**config.mk**
```make
export PLATFORM = sky130hd
export DESIGN_NAME = pcbs_mul
export DESIGN_NICKNAME = d
export VERILOG_FILES = /design/src/hw/rtl/per_class_box_suppression_assert.svh /design/src/hw/rtl/pcbs_mul.sv
export SDC_FILE = /design/constraint.sdc
export NUM_CORES = 2
export LEC_CHECK = 0
export BUFFER_PORTS_ARGS = -buffer_cell sky130_fd_sc_hd__buf_4
export CAP_MARGIN = 20
export CELL_PAD_IN_SITES_DETAIL_PLACEMENT = 0
export CELL_PAD_IN_SITES_GLOBAL_PLACEMENT = 2
export CORE_MARGIN = 8
export CORE_UTILIZATION = 42
export DETAILED_ROUTE_END_ITERATION = 6
export GPL_TIMING_DRIVEN = 0
export PLACE_DENSITY_LB_ADDON = 0.1
export SYNTH_ARGS = -nofsm -noshare
export SYNTH_HDL_FRONTEND = slang
export SYNTH_SLANG_ARGS = --single-unit
export TNS_END_PERCENT = 100
```
**constraint.sdc**
```tcl
create_clock -name clk_i -period 7.3 [get_ports clk_i]
set_input_delay 0 -clock clk_i [delete_from_list [all_inputs] [get_ports clk_i]]
set_output_delay 0 -clock clk_i [all_outputs]
set_load 0.05 [all_outputs]
```
**src/hw/rtl/per_class_box_suppression_assert.svh**
```systemverilog
// assertion macros for the per-class box suppression rtl
`ifndef PER_CLASS_BOX_SUPPRESSION_ASSERT_SVH
`define PER_CLASS_BOX_SUPPRESSION_ASSERT_SVH

// property must hold at every clock edge outside reset
`define PCBS_ASSERT(lbl, prop, msg) \
  lbl: assert property (@(posedge clk_i) disable iff (!rst_ni) (prop)) else $error(msg);

// condition must never be seen outside reset
`define PCBS_NEVER(lbl, cond, msg) \
  lbl: assert property (@(posedge clk_i) disable iff (!rst_ni) !(cond)) else $error(msg);

`endif

```
**src/hw/rtl/pcbs_mul.sv**
```systemverilog
`timescale 1ns / 1ps
// ----------------------------------------------------------------------------
// pcbs_mul
// shared signed multiplier with registered product
// ----------------------------------------------------------------------------
module pcbs_mul (
  input  logic               clk_i,
  input  logic signed [31:0] op_a_i,
  input  logic signed [16:0] op_b_i,
  output logic signed [48:0] prod_o
);

  logic signed [48:0] prod_q;

  always_ff @(posedge clk_i) begin
    prod_q <= op_a_i * op_b_i;
  end

  assign prod_o = prod_q;

endmodule

```
==> reports/metrics.csv <==
stage,metric,value,unit
routing,drtAntennaViolNets,0,
routing,iter_0_drt_violations,688,
logic_synthesis,asyncSetResetFlopFracSynth,0,%
sta,fmax,142,MHz
sta,worst_pin_slew,0.979,ns
logic_synthesis,synthesis.nets,2798,
die,core,46300,um^2
sta,hold_viol,0,
cells_and_area,layout-drive-gt1-share,6.43,%
outcome,status,completed,
grt,antenna_found_initial,3,
cts,tritoncts,done,
sta,drv_slew,0,
grt,maximum_number_of_pins_on_one_net_before_global_route_repair,15,
die,die_h,232,um
cells_and_area,final.fill_count,4609,
worst_setup_path,worst-path-max-fanout,10,
run,max-cap-violations,0,
grt,grt_overflow,0,
logic_synthesis,synth_top_area_share,53.4,%
die,ios,99,
die,die-area,53700,um^2
worst_setup_path,cp_data_arrival_time,7.33,ns
logic_synthesis,syn-instance-count,2112,
sta,post-route-period-util,96.5,%
placement,place.detailed.instances,2818,
cells_and_area,largest_register_ffs,49,
logic_synthesis,synth.lib_cells_used.distinct,55,
worst_setup_path,startpoint_type_of_the_worst_setup_path,input port,
cts,cts.path.max_buffers,2,
logic_synthesis,synth_mux_area_share,0.0512,%
routing,vias_per_cell,4.90,
cts,post_cts.repair.setup_buffers,0,
placement,post_dp_hpwl,50.0,mm
logic_synthesis,synth_enable_flop_cells,0,
cts,cts.sink_count,49,
routing,routed_via_count,13800,
logic_synthesis,synth_xor_xnor_area_share,2.15,%
routing,detailedRoute.firstPassIterationCount,5,
logic_synthesis,yosys.area.top_type,fa_1,
placement,place.gp.congestion,0.886,
cts,cts_htree_levels,2,
sta,fin_hold_ws,0.0627,ns
logic_synthesis,dominantRegCellSynth,dfxtp_1,
cells_and_area,post_layout_nonfiller_instances,2815,
cts,cts_made_buffers,5,
die,number_of_rows_in_the_core_area,79,
grt,globalRouteTotalUtil,22.8,%
logic_synthesis,synth_compound_area_share,4.07,%
sta,timing.slew.headroom,34.2,%
grt,first_global_vias,15800,
logic_synthesis,yosysSeqAreaShare,5.02,%
logic_synthesis,synth_top_family_by_area,adder cells,
sta,report.final.setup_viol,0,
cells_and_area,layout.area.seq,981,um^2
placement,count_of_input_and_output_buffers,98,
cts,cts_root_buffer,clkbuf_16,
logic_synthesis,yosysMostFrequentCell,inv_1,
logic_synthesis,syn-mean-instance-area,9.25,um^2
routing,route.detailed.drc,0,
logic_synthesis,synth.top_cells.by_area,"fa_1 53%, inv_1 10%, and2_1 7.6%",
worst_setup_path,cp_data_required_time,7.58,ns
die,starting_density_of_the_core,42.3,%
cts,cts.clk_slew.worst_paths,0.08,ns
placement,placed_cell_area,21000,um^2
sta,fin_tns_setup,0,ns
logic_synthesis,yosys_register_bits,49,
logic_synthesis,netlist_area,19500,um^2
cells_and_area,area_growth_syn_to_layout,8.56,%
worst_hold_path,timing.hold.worst.class,in2reg,
sta,min_period,7.05,ns
cells_and_area,finalInstanceArea,21200,um^2
grt,grt_first_pass_wirelength,93.2,mm
cells_and_area,layout.nets,2892,
sta,rsz0062_at_grt,false,
die,die_width,232,um
routing,wirelength,56.6,mm
logic_synthesis,yosys_warnings,0,
cells_and_area,multiInputGateArea,16200,um^2
routing,drt-wirelength-per-cell,20.1,um
logic_synthesis,post_synth_fa_ha_maj_area_fraction,60.7,%
logic_synthesis,basic_gate_share_of_the_synthesized_area_counting_and_or_nand_and_nor_cells,16.1,%
worst_setup_path,end_kind,flip-flop,
logic_synthesis,ys_top_cells_by_count,"536 x inv_1, 521 x fa_1, 298 x nand2_1",
worst_setup_path,path_class,in2reg,
[placed cells by master, fill, tap and decap left out, types with 3 or more instances in the layout]
cell type  netlist  layout
o21ai_0         19      19
nor2b_1          6       6
nand3_1          6       6
and3_1           5       5
a21o_1          22      22
ha_1           115     115
inv_1          536     536
a31oi_1          3       3
buf_4            0      98
clkbuf_1        84      42
nand2b_1         8       8
o21bai_1         5       5
nand2_1        298     298
nor3_1           5       5
and2_1         238     238
nor3b_1          3       3
a21oi_1         40      40
xor2_1          15      15
clkbuf_2         0      28
a2111oi_0        3       3
clkbuf_16        0       5
xnor2_1         33      33
o21a_1           8       8
nand4_1          6       6
dfxtp_1         49      49
fa_1           521     521
nor2_1          46      46
[final timing paths]
check / depth (start not counted) / from / endpoint / slack (ns)
setup / recovery: 24 / op_b_i[16] / prod_o[47] / 0.25
hold / removal: 3 / op_a_i[0] / prod_o[1] / 0.06
[critical path: stages]
cell and delay (ns):
buf_4 0.14, inv_1 0.06, clkbuf_2 0.27, buf_2 0.35, nor2_1 0.11, fa_1 0.53, fa_1 0.46, fa_1 0.53
fa_1 0.46, fa_1 0.50, inv_1 0.05, fa_1 0.47, inv_1 0.04, ha_1 0.38, and2_4 0.20, nand3_2 0.08
or2_0 0.35, or4_1 0.49, a211o_1 0.44, a311oi_2 0.38, o221a_2 0.30, o21ai_2 0.12, or4b_1 0.52, nand3_1 0.08
[metrics by stage]
stage / utilization, % / worst slack [ns]
floorplan: - / 1.07
global placement: 45.5 / -0.709
detailed placement: 45.5 / -0.627
CTS: 45.9 / 0.000825
global route: 45.9 / 0.00112
finish: 45.9 / 0.252
[cell type report]
| type | count | area share [%] |
|---|---|---|
| buffer | 71 | 1.43 |
| clock buffer | 7 | 0.672 |
| antenna | 1 | 0.0118 |
| multi-input combinational | 1443 | 76.5 |
| tap | 607 | 3.58 |
| sequential | 49 | 4.62 |
| inverter | 536 | 9.48 |
| clock inverter | 1 | 0.142 |
| timing repair buffer | 100 | 3.54 |
[routing by layer]
layer | share of wire [%] | up-vias | GRT usage [%] | wire [um]
met1 | 43 | 7229 | 29.8 | 24600
met4 | 2.6 | 2 | 6.35 | 1450
met5 | 0.018 | - | 0 | 10
met3 | 3.8 | 56 | 2.86 | 2130
met2 | 50 | 245 | 39.5 | 28400
li1 | - | 6253 | - | -
[cells by family (layout without fill, tap and decap cells)]
family                     after synthesis  after routing
AOI/OAI and AO/OA                      121            121
xor gates and xnor gates                48             48
adders and majority gates              636            636
buffers and inverters                  620            715
DFF                                     49             49
muxes                                    1              1
other                                    0              1
and+or+nand+nor                        637            637
[what timing repair did]
action	CTS	global route
gates resized for setup	3	55
hold buffers	1	0
endpoints found under the setup margin	1	4
gates cloned	0	0
endpoints found under the hold margin	1	0
Power is not shown: default switching activity piles up to over one toggle a cycle in this logic, so the estimate is an artifact.
