--- config.mk ---
export PLATFORM = sky130hd
export DESIGN_NAME = pcbs_store
export DESIGN_NICKNAME = d
export VERILOG_FILES = /design/src/hw/rtl/per_class_box_suppression_assert.svh /design/src/hw/rtl/pcbs_pkg.sv /design/src/hw/rtl/pcbs_store.sv
export SDC_FILE = /design/constraint.sdc
export NUM_CORES = 2
export LEC_CHECK = 0
export BUFFER_PORTS_ARGS = -buffer_cell sky130_fd_sc_hd__buf_2
export CORE_ASPECT_RATIO = 0.75
export CORE_MARGIN = 5
export CORE_UTILIZATION = 46
export CTS_BUF_LIST = sky130_fd_sc_hd__clkbuf_4 sky130_fd_sc_hd__clkbuf_8
export DETAILED_ROUTE_END_ITERATION = 12
export PLACE_DENSITY = 0.73
export REMOVE_ABC_BUFFERS = 1
export SLEW_MARGIN = 20
export SYNTH_ARGS = -nofsm -noshare
export SYNTH_HDL_FRONTEND = slang
export SYNTH_MEMORY_MAX_BITS = 65536
export SYNTH_SLANG_ARGS = --single-unit
--- constraint.sdc ---
create_clock -name clk_i -period 17.4 [get_ports clk_i]
set_input_delay 3.48 -clock clk_i [delete_from_list [all_inputs] [get_ports clk_i]]
set_output_delay 3.48 -clock clk_i [all_outputs]
set_load 0.02 [all_outputs]
--- src/hw/rtl/per_class_box_suppression_assert.svh ---
// assertion macros for the per-class box suppression rtl
`ifndef PER_CLASS_BOX_SUPPRESSION_ASSERT_SVH
`define PER_CLASS_BOX_SUPPRESSION_ASSERT_SVH

// property must hold at every clock edge outside reset
`define PCBS_ASSERT(lbl, prop, msg) \
  lbl: assert property (@(posedge clk_i) disable iff (!rst_ni) (prop)) else $error(msg);

// condition must never be seen outside reset
`define PCBS_NEVER(lbl, cond, msg) \
  lbl: assert property (@(posedge clk_i) disable iff (!rst_ni) !(cond)) else $error(msg);

`endif

--- src/hw/rtl/pcbs_pkg.sv ---
`timescale 1ns / 1ps
// ----------------------------------------------------------------------------
// pcbs_pkg
// types, state codes and helpers for the per-class box suppression block
// ----------------------------------------------------------------------------
package pcbs_pkg;

  localparam int unsigned CoordW = 14;
  localparam int unsigned ScoreW = 16;
  localparam int unsigned ClassW = 4;
  localparam int unsigned ThrW   = 16;
  localparam int unsigned DataW  = 80;
  localparam logic [ThrW-1:0] ThrReset = 16'd29491;

  typedef struct packed {
    logic [ClassW-1:0] cls;
    logic [ScoreW-1:0] score;
    logic [CoordW-1:0] y2;
    logic [CoordW-1:0] x2;
    logic [CoordW-1:0] y1;
    logic [CoordW-1:0] x1;
  } box_t;

  localparam int unsigned BoxW = $bits(box_t);

  typedef enum logic [3:0] {
    ST_LOAD,
    ST_RANK_RD,
    ST_RANK_CMP,
    ST_SUP_I,
    ST_SUP_A,
    ST_SUP_AB,
    ST_SUP_AAREA,
    ST_PJ,
    ST_PB,
    ST_PC,
    ST_PI,
    ST_PAREA,
    ST_PU,
    ST_PT,
    ST_PCMP,
    ST_FLUSH
  } state_e;

  // signed extent hi - lo of one axis
  function automatic logic signed [CoordW:0] extent(logic [CoordW-1:0] lo,
                                                     logic [CoordW-1:0] hi);
    extent = $signed({1'b0, hi}) - $signed({1'b0, lo});
  endfunction

  // overlap length of two spans, clamped at zero
  function automatic logic [CoordW-1:0] overlap(logic [CoordW-1:0] alo, logic [CoordW-1:0] ahi,
                                                logic [CoordW-1:0] blo, logic [CoordW-1:0] bhi);
    logic [CoordW-1:0] lo;
    logic [CoordW-1:0] hi;
    logic signed [CoordW:0] d;
    lo = (alo > blo) ? alo : blo;
    hi = (ahi < bhi) ? ahi : bhi;
    d  = extent(lo, hi);
    overlap = (d > 0) ? d[CoordW-1:0] : '0;
  endfunction

endpackage

--- src/hw/rtl/pcbs_store.sv ---
`timescale 1ns / 1ps
// ----------------------------------------------------------------------------
// pcbs_store
// box memories: one write port, box read on port a, score read on port b
// ----------------------------------------------------------------------------
module pcbs_store #(
  parameter int unsigned MAX_BOXES = 64,
  localparam int unsigned IdxW = (MAX_BOXES > 1) ? $clog2(MAX_BOXES) : 1
) (
  input  logic                         clk_i,
  input  logic                         we_i,
  input  logic [IdxW-1:0]              waddr_i,
  input  pcbs_pkg::box_t               wbox_i,
  input  logic [IdxW-1:0]              raddr_a_i,
  input  logic [IdxW-1:0]              raddr_b_i,
  output pcbs_pkg::box_t               rbox_a_o,
  output logic [pcbs_pkg::ScoreW-1:0]  rscore_b_o
);

  localparam int unsigned CW = 4 * pcbs_pkg::CoordW;
  localparam int unsigned SW = pcbs_pkg::ScoreW + pcbs_pkg::ClassW;

  logic [CW-1:0] coord_mem [MAX_BOXES];
  logic [SW-1:0] sc_mem    [MAX_BOXES];
  logic [CW-1:0] coord_a_q;
  logic [SW-1:0] sc_a_q;
  logic [SW-1:0] sc_b_q;

  always_ff @(posedge clk_i) begin
    if (we_i) begin
      coord_mem[waddr_i] <= {wbox_i.y2, wbox_i.x2, wbox_i.y1, wbox_i.x1};
      sc_mem[waddr_i]    <= {wbox_i.cls, wbox_i.score};
    end
    coord_a_q <= coord_mem[raddr_a_i];
    sc_a_q    <= sc_mem[raddr_a_i];
    sc_b_q    <= sc_mem[raddr_b_i];
  end

  assign rbox_a_o   = {sc_a_q, coord_a_q};
  assign rscore_b_o = sc_b_q[pcbs_pkg::ScoreW-1:0];

endmodule

==> flow_summary.yaml <==
sta:
  hold_viol: 0
  setup_viol: 0
  max_freq_ghz: 0.138
  rsz0062_at_grt: "false"
  relSlewSlack: 0.170
  fin_crit_ns: 7.22
  drv_slew: 0
  fin_crit_sh: 0.415
  finalClockSkew_ns: 0.0605
  finalSetupTns_ns: 0
  worstMarginPinSlew_ns: 1.24
floorplanning:
  start_util: 0.462
  die-area_mm2: 0.432
  die_height_um: 570
  rows: 205
  io-pin-count: 188
  chipWidth_um: 757
  core_mm2: 0.416
finish:
  n_fill_cell: 31200
  final_nets: 9024
  area_growth_syn_to_layout_pct: 11.2
  fin_area_mm2: 0.214
  drive_above_1_share: 0.327
power_and_ir_drop:
  power.switching_mw: 5.25
  peakVddDrop_v: 0.0000802
  leakage_nw: 66.0
  pwr_density_cell_mw_per_mm2: 109
  combPwrFrac: 0.056
  seq_power_share: 0.567
  p_int_mw: 18.2
  switching_share: 0.224
  clkPwrFrac: 0.377
worst_setup_path:
  critical_path_buf_inv_count: 5
  crit_arrival_ns: 8.26
  critPathLaunchType: "input port"
  cpMostUsedCell: "buf_4"
  critPathMaxStageDelay_ns: 0.92
  critical_path_class: "input port to flip-flop"
  critPathLaunch: "raddr_a_i[1]"
  crit_slowest_cell: "buf_4"
  cp_max_fo: 62
  path_delay_family: "buffers and inverters"
  r2r_start: "sc_mem[15][8]$_DFFE_PP_"
  endpoint_kind: "flip-flop"
  critPathRequiredTime_ns: 18.44
  crit_chain: "buf_8 -> buf_4 -> buf_4 -> buf_4 -> buf_4 -> mux4_2 -> o22ai_1 -> nor4_1 -> o22a_1"
min_path:
  worst_hold_path_type: "flip-flop to flip-flop"
  hp-start: "coord_mem[60][38]$_DFFE_PP_"
clocking:
  clk_pin_slew_ns: 0.07
  ctsResizeCount: 0
  cts_tree: "built"
  cts_sinks: 4956
  hold_buffers: 0
  clkLatencyLatePin_ns: 1.12
  ctsHtreeMaxLevel: 6
  clockBufferDepth: 4
  root_buffer: "clkbuf_8"
  cts_made_buffers: 685
  post_cts_buffers: 0
drt:
  dr.pass1.iters: 6
  wl_per_cell_um: 37.3
  routed_wl_um: 563000
  vias: 102000
  drt_iter0_drc: 18300
  drtAntennaViolNets: 0
  drc_errors: 0
  vias_per_cell: 6.74
global_routing:
  first_global_vias: 99700
  grt.total_usage: 0.257
  antenna_found_initial: 51
  grt_max_degree: 108
  grt-ovfl-total: 0
  grt_pass1_wl_um: 779000
logic_synthesis:
  yosys_warnings: 0
  async_reset_ff_frac: 0
  avgSynthCellArea_um2: 23.2
  yosysSeqAreaShare: 0.768
  syn_inst: 8314
  synth_seq_cells: 4956
  synth-edff-count: 4864
  syn_area_mm2: 0.192
  ys_types: 37
  ys.flop_type: "edfxtp_1"
job:
  cap_viol_max_count: 0
place:
  port_buffers: 187
  place_area_mm2: 0.201
  dp_hpwl_um: 292000
  routabilityCongestion: 0.817
status:
  status: "finished, final reports clean"
==> cell usage in the layout, fill, tap and decap left out, drive strengths merged, types with 43 or more instances in the layout <==
master,netlist,layout
clkbuf,243,965
nor2,135,135
o221ai,118,118
clkinv,0,222
o21ai,74,74
mux2i,130,130
a21oi,121,121
dfxtp,92,92
o22ai,352,352
nand3,43,43
mux4,1472,1472
edfxtp,4864,4864
a22oi,53,53
nor3,66,66
o22a,67,67
nor4,65,65
buf,286,456
==> flip-flops by register name, indices dropped and copies added, names as in the netlist <==
| name | count |
|---|---|
| coord_mem | 3584 |
| sc_b_q | 16 |
| sc_a_q | 20 |
| coord_a_q | 56 |
| sc_mem | 1280 |
==> worst reg2reg max path, cell delays in order (launching register included) <==
cell      delay (ns)
edfxtp_1        0.39
mux4_2          0.49
o221ai_1        0.19
o21ai_0         0.40
a22o_1          0.42
==> power by group through the flow <==
stage               Sequential [mW]  Clock [mW]  Combinational, mW
floorplan                      13.5           0              0.553
global placement               13.5           0               1.26
detailed placement             13.5           0               1.29
CTS                            13.3        8.90               1.30
global route                   13.3        9.49               1.37
finish                         13.3        8.83               1.31
==> path summary, 6_finish.rpt <==
path | end | slack [ns] | cells after the start
setup / recovery | coord_a_q[45]$_DFF_P_ | 10.18 | 9
hold / removal | coord_a_q[38]$_DFF_P_ | 0.84 | 4
setup reg to reg | sc_b_q[8]$_DFF_P_ | 15.34 | 4
hold reg to reg | coord_a_q[38]$_DFF_P_ | 0.84 | 4
==> cells by family (layout without fill, tap and decap cells) <==
family	after synthesis	count (layout)	synth area share
flops	4956	4956	0.768
mux	1608	1608	0.179
compound gates	833	833	0.0292
buf+inv	530	1690	0.0130
simple gates	387	387	0.0100
other cells	0	16	0
==> final cells by class <==
type / count / area (um^2) / share of cell area
Tap cell: 5589 / 6990 / 0.0327
Sequential cell: 4956 / 148000 / 0.691
Multi-Input combinational cell: 2828 / 42700 / 0.199
Timing Repair Buffer: 456 / 3330 / 0.0155
Antenna cell: 16 / 40.0 / 0.000187
Clock buffer: 965 / 11700 / 0.0545
Inverter: 1 / 3.75 / 0.0000175
Clock inverter: 268 / 1510 / 0.00706
==> metrics by stage <==
step | setup WS (ns) | instances | hold WS (ns) | total power [mW] | util
finish | 10.18 | 15100 | 0.841 | 23.4 | 0.514
global route | 10.11 | 15100 | 0.888 | 24.1 | 0.514
CTS | 10.42 | 15100 | 0.833 | 23.5 | 0.514
detailed placement | 9.22 | 13800 | 0.809 | 14.8 | 0.482
global placement | 9.28 | 13800 | 0.809 | 14.8 | 0.482
floorplan | 9.67 | 7785 | 0.767 | 14.1 | -
==> per-layer routing <==
| layer | up-vias | global-route usage | share of wire |
|---|---|---|---|
| met5 | - | 0 | 0.00014 |
| li1 | 37700 | - | - |
| met4 | 12 | 0.0998 | 0.044 |
| met3 | 1498 | 0.0863 | 0.16 |
| met2 | 9394 | 0.376 | 0.44 |
| met1 | 53100 | 0.359 | 0.35 |
==> cell usage after synthesis (24+ instances only) <==
master / instances / area share
nor2_1: 135 / 0.0026
clkbuf_1: 243 / 0.0047
a22oi_1: 53 / 0.0021
buf_1: 31 / 0.00060
nand3_1: 43 / 0.0011
o22ai_1: 352 / 0.011
dfxtp_1: 92 / 0.0096
o22a_1: 67 / 0.0030
nand2_1: 24 / 0.00047
nor3_1: 66 / 0.0017
a21oi_1: 121 / 0.0031
edfxtp_1: 4864 / 0.76
mux2i_1: 130 / 0.0068
mux4_2: 1472 / 0.17
nor4_1: 65 / 0.0021
o21ai_0: 74 / 0.0019
buf_4: 73 / 0.0028
buf_2: 180 / 0.0047
o221ai_1: 118 / 0.0054
(Power assumes the default switching activity.)
